===== src/design/rltc_pkg.sv =====
// ----------------------------------------------------------------------------
// rltc_pkg
// shared types and constants for the run-length text compressor
// ----------------------------------------------------------------------------
package rltc_pkg;

   localparam int RUN_W = 20;
   localparam logic [RUN_W-1:0] MAX_RUN = 20'd1048575;

   // reciprocal of ten: q = (x * RECIP_TEN) >> RECIP_SHIFT, exact for x < 2**22
   localparam logic [RUN_W-1:0] RECIP_TEN = 20'd838861;
   localparam int RECIP_SHIFT = 23;
   localparam int PROD_W = 2 * RUN_W;
   localparam int QUOT_W = PROD_W - RECIP_SHIFT;

   // a 20-bit count has at most 7 decimal digits
   localparam int DIG_DEPTH = 8;
   localparam int DIG_IDX_W = 3;

   localparam logic [7:0] ASCII_ZERO = 8'h30;

   typedef struct packed {
      logic [7:0] in_byte;
      logic       end_of_stream;
   } req_word_type;

   typedef struct packed {
      logic [7:0]  out_byte;
      logic        item_last;
      logic        stream_done;
      logic [31:0] total_length;
   } rsp_word_type;

   typedef struct packed {
      logic capture;
      logic inc_run;
      logic new_run;
      logic end_stream;
      logic emit_byte;
      logic conv_load;
      logic conv_mul;
      logic conv_push;
      logic emit_digit;
      logic out_last;
      logic out_done;
   } dp_cmd_type;

   typedef struct packed {
      logic extend;
      logic run_open;
      logic eos;
      logic len_gt1;
      logic quot_zero;
      logic out_free;
      logic dig_one;
   } dp_status_type;

endpackage


===== src/design/rltc_dpath.sv =====
// ----------------------------------------------------------------------------
// rltc_dpath
// run state, decimal digit conversion, digit stack and output register
// ----------------------------------------------------------------------------
module rltc_dpath (
   input  logic                   clock,
   input  logic                   reset,
   input  rltc_pkg::req_word_type req_word,
   input  rltc_pkg::dp_cmd_type   cmd,
   output rltc_pkg::dp_status_type status,
   output logic                   rsp_valid,
   input  logic                   rsp_stall,
   output rltc_pkg::rsp_word_type rsp_word
);

   rltc_pkg::req_word_type in_ff;
   logic [7:0]                    run_byte_ff, run_byte_in;
   logic [rltc_pkg::RUN_W-1:0]    run_len_ff, run_len_in;
   logic                          run_open_ff, run_open_in;
   logic [31:0]                   written_ff, written_in;
   logic [rltc_pkg::RUN_W-1:0]    conv_ff;
   logic [rltc_pkg::PROD_W-1:0]   prod_ff;
   logic [3:0]                    dig_ff [rltc_pkg::DIG_DEPTH];
   logic [rltc_pkg::DIG_IDX_W-1:0] ndig_ff, ndig_in;
   logic                          rsp_valid_ff, rsp_valid_in;
   rltc_pkg::rsp_word_type        rsp_ff, rsp_in;

   logic [rltc_pkg::QUOT_W-1:0]   quot;
   logic [rltc_pkg::RUN_W-1:0]    quot_ext, times_ten, remainder;
   logic [rltc_pkg::DIG_IDX_W-1:0] top_idx;
   logic [31:0]                   total;
   logic                          out_free;

   // one digit per multiply / subtract pair
   assign quot      = prod_ff[rltc_pkg::PROD_W-1:rltc_pkg::RECIP_SHIFT];
   assign quot_ext  = rltc_pkg::RUN_W'(quot);
   assign times_ten = (quot_ext << 3) + (quot_ext << 1);
   assign remainder = conv_ff - times_ten;
   assign top_idx   = ndig_ff - 3'd1;
   assign total     = written_ff + 32'd1;
   assign out_free  = !rsp_valid_ff || !rsp_stall;

   assign status.extend    = run_open_ff && (in_ff.in_byte == run_byte_ff)
                             && (run_len_ff < rltc_pkg::MAX_RUN);
   assign status.run_open  = run_open_ff;
   assign status.eos       = in_ff.end_of_stream;
   assign status.len_gt1   = run_len_ff > 20'd1;
   assign status.quot_zero = quot == '0;
   assign status.out_free  = out_free;
   assign status.dig_one   = ndig_ff == 3'd1;

   always_comb begin
      run_byte_in  = run_byte_ff;
      run_len_in   = run_len_ff;
      run_open_in  = run_open_ff;
      written_in   = written_ff;
      ndig_in      = ndig_ff;
      rsp_valid_in = rsp_valid_ff;
      rsp_in       = rsp_ff;
      if (cmd.inc_run) begin
         run_len_in = run_len_ff + 20'd1;
      end
      if (cmd.new_run) begin
         run_byte_in = in_ff.in_byte;
         run_len_in  = 20'd1;
         run_open_in = 1'b1;
      end
      if (cmd.end_stream) begin
         run_len_in  = '0;
         run_open_in = 1'b0;
         written_in  = '0;
      end
      if (cmd.conv_load) begin
         ndig_in = '0;
      end
      if (cmd.conv_push) begin
         ndig_in = ndig_ff + 3'd1;
      end
      if (cmd.emit_byte || cmd.emit_digit) begin
         rsp_valid_in             = 1'b1;
         rsp_in.out_byte          = cmd.emit_byte ? run_byte_ff
                                    : rltc_pkg::ASCII_ZERO + {4'b0, dig_ff[top_idx]};
         rsp_in.item_last         = cmd.out_last;
         rsp_in.stream_done       = cmd.out_done;
         rsp_in.total_length      = total;
         written_in               = total;
      end else if (!rsp_stall) begin
         rsp_valid_in = 1'b0;
      end
      if (cmd.emit_digit) begin
         ndig_in = top_idx;
      end
   end

   always_ff @(posedge clock) begin
      if (reset) begin
         run_byte_ff  <= '0;
         run_len_ff   <= '0;
         run_open_ff  <= 1'b0;
         written_ff   <= '0;
         ndig_ff      <= '0;
         rsp_valid_ff <= 1'b0;
      end else begin
         run_byte_ff  <= run_byte_in;
         run_len_ff   <= run_len_in;
         run_open_ff  <= run_open_in;
         written_ff   <= written_in;
         ndig_ff      <= ndig_in;
         rsp_valid_ff <= rsp_valid_in;
      end
   end

   always_ff @(posedge clock) begin
      rsp_ff <= rsp_in;
      if (cmd.capture) begin
         in_ff <= req_word;
      end
      if (cmd.conv_load) begin
         conv_ff <= run_len_ff;
      end
      if (cmd.conv_mul) begin
         prod_ff <= {20'b0, conv_ff} * {20'b0, rltc_pkg::RECIP_TEN};
      end
      if (cmd.conv_push) begin
         dig_ff[ndig_ff] <= remainder[3:0];
         conv_ff         <= quot_ext;
      end
   end

   assign rsp_valid = rsp_valid_ff;
   assign rsp_word  = rsp_ff;

   // a word is never loaded over one still waiting to be taken
   a_emit_free: assert property (@(posedge clock) disable iff (reset)
      (cmd.emit_byte || cmd.emit_digit) |-> out_free)
      else $error("word loaded into a full output register");

   // digit stack never overflows
   a_push_room: assert property (@(posedge clock) disable iff (reset)
      cmd.conv_push |-> ndig_ff != 3'd7)
      else $error("digit stack overflow");

   // digits are only popped from a non-empty stack
   a_pop_full: assert property (@(posedge clock) disable iff (reset)
      cmd.emit_digit |-> ndig_ff != '0)
      else $error("digit pop from empty stack");

   // stream end leaves no run open and a fresh byte count
   a_stream_end: assert property (@(posedge clock) disable iff (reset)
      cmd.end_stream |=> (!run_open_ff && written_ff == '0))
      else $error("stream end did not clear run state");

endmodule


===== src/design/rltc_ctrl.sv =====
// ----------------------------------------------------------------------------
// rltc_ctrl
// sequencer for run decisions, run flushes and digit conversion
// ----------------------------------------------------------------------------
module rltc_ctrl (
   input  logic                    clock,
   input  logic                    reset,
   input  logic                    req_valid,
   output logic                    req_stall,
   input  rltc_pkg::dp_status_type status,
   output rltc_pkg::dp_cmd_type    cmd
);

   typedef enum logic [2:0] {
      S_IDLE,
      S_DECIDE,
      S_EMIT_BYTE,
      S_CONV_MUL,
      S_CONV_DIV,
      S_EMIT_DIGIT,
      S_FLUSH_END
   } state_type;

   state_type state_ff, state_in;
   logic      final_ff, final_in;         // this flush ends the item
   logic      eos_flush_ff, eos_flush_in; // this flush ends the stream

   always_comb begin
      cmd          = '0;
      state_in     = state_ff;
      final_in     = final_ff;
      eos_flush_in = eos_flush_ff;
      unique case (state_ff)
         S_IDLE: begin
            if (req_valid) begin
               cmd.capture = 1'b1;
               state_in    = S_DECIDE;
            end
         end
         S_DECIDE: begin
            if (status.extend) begin
               cmd.inc_run = 1'b1;
               if (status.eos) begin
                  eos_flush_in = 1'b1;
                  final_in     = 1'b1;
                  state_in     = S_EMIT_BYTE;
               end else begin
                  state_in = S_IDLE;
               end
            end else if (status.run_open) begin
               eos_flush_in = 1'b0;
               final_in     = !status.eos;
               state_in     = S_EMIT_BYTE;
            end else begin
               cmd.new_run = 1'b1;
               if (status.eos) begin
                  eos_flush_in = 1'b1;
                  final_in     = 1'b1;
                  state_in     = S_EMIT_BYTE;
               end else begin
                  state_in = S_IDLE;
               end
            end
         end
         S_EMIT_BYTE: begin
            if (status.out_free) begin
               cmd.emit_byte = 1'b1;
               cmd.out_last  = final_ff && !status.len_gt1;
               cmd.out_done  = eos_flush_ff && !status.len_gt1;
               if (status.len_gt1) begin
                  cmd.conv_load = 1'b1;
                  state_in      = S_CONV_MUL;
               end else begin
                  state_in = S_FLUSH_END;
               end
            end
         end
         S_CONV_MUL: begin
            cmd.conv_mul = 1'b1;
            state_in     = S_CONV_DIV;
         end
         S_CONV_DIV: begin
            cmd.conv_push = 1'b1;
            state_in      = status.quot_zero ? S_EMIT_DIGIT : S_CONV_MUL;
         end
         S_EMIT_DIGIT: begin
            if (status.out_free) begin
               cmd.emit_digit = 1'b1;
               cmd.out_last   = final_ff && status.dig_one;
               cmd.out_done   = eos_flush_ff && status.dig_one;
               if (status.dig_one) begin
                  state_in = S_FLUSH_END;
               end
            end
         end
         S_FLUSH_END: begin
            if (eos_flush_ff) begin
               cmd.end_stream = 1'b1;
               state_in       = S_IDLE;
            end else begin
               cmd.new_run = 1'b1;
               if (status.eos) begin
                  eos_flush_in = 1'b1;
                  final_in     = 1'b1;
                  state_in     = S_EMIT_BYTE;
               end else begin
                  state_in = S_IDLE;
               end
            end
         end
         default: begin
            state_in = S_IDLE;
         end
      endcase
   end

   always_ff @(posedge clock) begin
      if (reset) begin
         state_ff     <= S_IDLE;
         final_ff     <= 1'b0;
         eos_flush_ff <= 1'b0;
      end else begin
         state_ff     <= state_in;
         final_ff     <= final_in;
         eos_flush_ff <= eos_flush_in;
      end
   end

   assign req_stall = state_ff != S_IDLE;

endmodule


===== src/design/run_length_text_compressor.sv =====
// ----------------------------------------------------------------------------
// run_length_text_compressor
// byte-stream run-length compressor with ASCII decimal run counts
// ----------------------------------------------------------------------------
// Takes one byte per word and writes each run as its byte, followed by the
// run length in ASCII decimal (most significant digit first) when the run is
// longer than one. A run is closed by a different byte, by the end-of-stream
// mark, or when one more equal byte arrives at 1048575 bytes. Every output
// word carries the running count of bytes written; the count and the run state
// clear after the word flagged stream_done. Items are handled one at a time: a
// byte that extends or opens a run is accepted and then decided. Closing a run
// writes the run byte and, for a run longer than one, its decimal digits (a
// shared multiply-by-reciprocal divide by ten yields one digit per multiply and
// push step, then each digit is popped from a small stack and written out). An
// item that closes a run and then ends the stream flushes its own new run too.
// The output register lets the next item be accepted while the last word still
// waits; a stalled output holds the sequencer in its emit states.
// ----------------------------------------------------------------------------
module run_length_text_compressor (
   input  logic                   clock,
   input  logic                   reset,
   // input byte channel
   input  logic                   req_valid,
   output logic                   req_stall,
   input  rltc_pkg::req_word_type req_word,
   // compressed output channel
   output logic                   rsp_valid,
   input  logic                   rsp_stall,
   output rltc_pkg::rsp_word_type rsp_word
);

   // command and status between sequencer and datapath
   rltc_pkg::dp_cmd_type    cmd;
   rltc_pkg::dp_status_type status;

   // sequencer: run decisions, flush order, word flags
   rltc_ctrl u_ctrl (
      .clock     (clock),
      .reset     (reset),
      .req_valid (req_valid),
      .req_stall (req_stall),
      .status    (status),
      .cmd       (cmd)
   );

   // datapath: run registers, divide by ten, digit stack, output register
   rltc_dpath u_dpath (
      .clock     (clock),
      .reset     (reset),
      .req_word  (req_word),
      .cmd       (cmd),
      .status    (status),
      .rsp_valid (rsp_valid),
      .rsp_stall (rsp_stall),
      .rsp_word  (rsp_word)
   );

endmodule


===== config.mk =====
export PLATFORM = sky130hd
export DESIGN_NAME = run_length_text_compressor
export DESIGN_NICKNAME = d
export VERILOG_FILES = /design/src/design/rltc_pkg.sv /design/src/design/rltc_dpath.sv /design/src/design/rltc_ctrl.sv /design/src/design/run_length_text_compressor.sv
export SDC_FILE = /design/constraint.sdc
export NUM_CORES = 1
export LEC_CHECK = 0
export BUFFER_PORTS_ARGS = -buffer_cell sky130_fd_sc_hd__buf_2
export CORE_MARGIN = 3
export CORE_UTILIZATION = 55
export CTS_CLUSTER_DIAMETER = 150
export DETAILED_ROUTE_END_ITERATION = 16
export PLACE_DENSITY = 0.72
export SYNTH_ARGS = -nofsm -noshare
export SYNTH_HDL_FRONTEND = slang
export SYNTH_HIERARCHICAL = 1
export SYNTH_SLANG_ARGS = --single-unit

===== constraint.sdc =====
create_clock -name clock -period 14.2 [get_ports clock]
set_input_delay 2.13 -clock clock [delete_from_list [all_inputs] [get_ports clock]]
set_output_delay 2.13 -clock clock [all_outputs]
set_load 0.01 [all_outputs]

==> impl_metrics.tcl <==
set metrics [dict create \
    setup.worst_path.start "u_dpath/conv_ff[0]$_DFFE_PP_" \
    worst-path-stages 22 \
    cp_max_fo 8 \
    root_buffer "clkbuf_16" \
    r2r_start "u_dpath/conv_ff[0]$_DFFE_PP_" \
    mapped_nets 1792 \
    synth.cell_area_um2 15400 \
    wire_length_of_the_first_global_routing_pass_mm 55.4 \
    drt_first_pass_iters 5 \
    finalHoldViolations 0 \
    timing.critical_path.buf_inv 6 \
    cts_setup_buffers 0 \
    setup_total_negative_slack_ns 0 \
    grt_max_degree 66 \
    start_util 0.566 \
    min_period_over_period 0.473 \
    chipWidth_um 173 \
    vias 10200 \
    regArea_um2 4970 \
    synth_seq_area_share 0.324 \
    worstRegToRegCells 22 \
    clock_tree.htree_level_count 4 \
    clock_path_buffers 2 \
    crit_chain "inv_1 > ha_1 > inv_1 > ha_1 > inv_1 > fa_1 > inv_1 > fa_1 > fa_1 > fa_1 > inv_1 > fa_1 > inv_1 > ha_1 > nand2_1 > o21ai_0 > nor4_1 > a21oi_2 > a211oi_1 > o31ai_1 > a21oi_1 > xnor2_1" \
    synth_enable_flop_cells 117 \
    post_drt_via_cell_ratio 5.50 \
    run_status "completed" \
    overflow 0 \
    setup_repair_after_global_routing_missed_its_margin "no" \
    slowest_stage_cell_cp "fa_1" \
    power.density_nw_per_um2 113 \
    post_cts.resized_instances 0 \
    slowest_delay_ns 0.61 \
    cts_hold_repair.buffers 0 \
    port_buffers 56 \
    r2r-end "u_dpath/prod_ff[35]$_DFFE_PP_" \
    path_clk_slew_ns 0.07 \
    worst_ir_drop_on_vdd_v 0.0000790 \
    core.rowCount 60 \
    die-height_um 173 \
    multi_input_area_um2 9410 \
    detail_route.wirelength_mm 33.5 \
    yosys_warnings 6 \
    wire_per_inst_um 18.0 \
    most_frequent_standard_cell_in_the_layout_excluding_fill_and_tap_cells "inv_1" \
    timing.hold.worst.class "reg2reg" \
    reg2reg_setup_slack_ns 7.48 \
    finalWorstPathRequiredPeriod_ns 6.72 \
    end_kind "flip-flop" \
    synth.distinct_cells 70 \
    critical_path_required_ns 14.38 \
    ys_dominant_reg_cell "edfxtp_1" \
    overall_routing_resource_usage 0.230 \
    synth_cells 1436 \
    worst_setup_path_start_kind "flip-flop" \
    tritoncts "yes" \
    dieArea_um2 30000 \
    final_nets 1829 \
    timing_max_transition_violations_final 0 \
    grt_pass1_vias 10500 \
    postRouteAntennaNets 0 \
    critical_path.most_common_cell "inv_1" \
    final_routed_drc_violation_total 0 \
    crit_family "adder cells" \
    layout_common_cells "inv_1 (218), ha_1 (214), fa_1 (129), edfxtp_1 (117), nor2_1 (111)" \
    antenna_cells_inserted 0 \
    core_region_area_um2 27200 \
    n_fill_cell 2278 \
    antenna_found_initial 0 \
    asyncSetResetFlopFracSynth 0 \
    place.detailed.hpwl_mm 26.8 \
    synth_area_per_cell_um2 10.7 \
    clock_skew_ns 0.0118 \
    achievable-frequency_mhz 149 \
    timing.setup.critical_path_class "reg2reg" \
    clock_sinks 190 \
    cap_viol_max_count 0 \
    postSynthRegisterBits 190 \
    critical_path_sink "u_dpath/prod_ff[35]$_DFFE_PP_" \
    clkLatencyLatePin_ns 0.43 \
    worstMarginPinSlew_ns 1.12 \
    design.portCount 57 \
    setup_viol 0 \
    power_leakage_nw 7.71 \
    crit_arrival_ns 6.91 \
    area_growth_syn_to_layout_pct 7.85 \
    initialDrtViolationCount 741 \
    max_slew_margin 0.253 \
    cts_inserted_buffers 17 \
    post-route-util 0.610 \
    layout-drive-gt1-share 0.0895 \
    gpl.final_weighted_congestion 0.960 \
]
[synth_stat cells, types with 21 or more instances]
master	n	area (um2)
nor2_1	112	420
and3_1	21	131
clkbuf_1	31	116
dfxtp_1	73	1460
o21ai_0	45	225
xnor2_1	34	298
fa_1	129	2580
inv_1	219	822
xor2_1	59	517
nand2_1	60	225
ha_1	214	2680
a21o_1	22	165
a21oi_1	56	280
edfxtp_1	117	3510
[cell families after synthesis]
group / count (synthesis) / synth area share
adder cells (fa/ha/maj): 343 / 0.342
AND/OR/NAND/NOR: 336 / 0.112
buffers and inverters: 261 / 0.0649
flip-flops: 190 / 0.324
AO/OA/AOI/OAI: 172 / 0.0702
XOR/XNOR: 93 / 0.0530
multiplexers: 41 / 0.0344
[worst reg2reg max path: cells and delay by family (launching register included)]
family          cells  cell delay [ns]
simple gates        2             0.21
fa+ha+maj           8             3.62
xor+xnor            1             0.14
buf+inv             6             0.43
flops               1             0.52
compound gates      5             1.57
[sequential cells by signal, indices dropped and copies added (netlist names)]
signal               flops
u_dpath/dig_ff          32
u_dpath/conv_ff         20
u_dpath/rsp_valid        1
u_dpath/status           1
u_ctrl/final_ff          1
u_dpath/run_open_ff      1
u_dpath/in_ff            8
u_dpath/run_byte_ff      8
u_dpath/run_len_ff      20
u_ctrl/state_ff          3
u_dpath/ndig_ff          3
u_ctrl/eos_flush_ff      1
u_dpath/prod_ff         17
u_dpath/rsp_word        42
u_dpath/written_ff      32
[layout make-up]
class,count,area share
clock inverter,15,0.00996
multi-input combinational,985,0.568
sequential,190,0.300
tap,372,0.0281
inverter,219,0.0496
clock buffer,17,0.0257
timing repair buffer,60,0.0187
[metrics by stage]
stage / area, um2 / setup WS (ns) / hold WS (ns) / power [mW] / instances
final: 16600 / 7.48 / 0.510 / 1.88 / 1858
after global routing: 16600 / 7.24 / 0.543 / 2.03 / 1858
after CTS: 16600 / 7.57 / 0.514 / 1.88 / 1858
after detailed placement: 16000 / 7.58 / 0.503 / 1.41 / 1826
after global placement: 16000 / 7.64 / 0.499 / 1.39 / 1826
after floorplan: 15400 / 8.08 / 0.478 / 1.20 / 1436
[routing by layer]
metal | GRT usage | wire [um]
met1 | 0.328 | 15400
met2 | 0.368 | 15800
met3 | 0.0325 | 1520
met4 | 0.0689 | 783
met5 | 0 | 0
[worst min path at each step]
stage,from,slack [ns],endpoint,cells past startpoint
global route,u_dpath/status[4]$_DFFE_PP_,0.54,u_ctrl/final_ff$_SDFFE_PP0P_,1
global placement,u_dpath/written_ff[20]$_SDFFE_PP0P_,0.50,u_dpath/written_ff[20]$_SDFFE_PP0P_,2
detailed placement,u_dpath/status[4]$_DFFE_PP_,0.50,u_ctrl/final_ff$_SDFFE_PP0P_,1
floorplan,u_dpath/written_ff[0]$_SDFFE_PP0P_,0.48,u_dpath/rsp_word[0]$_DFFE_PN_,1
finish,u_dpath/status[4]$_DFFE_PP_,0.51,u_ctrl/final_ff$_SDFFE_PP0P_,1
CTS,u_dpath/status[4]$_DFFE_PP_,0.51,u_ctrl/final_ff$_SDFFE_PP0P_,1
[report_power, final]
group	internal (mW)	total, mW	switching (mW)	leakage [nW]
clock	0.251	0.475	0.223	0.295
sequential	0.619	0.630	0.0118	1.63
combinational	0.310	0.775	0.465	5.78
No activity file was read; power rests on OpenSTA's default activity.
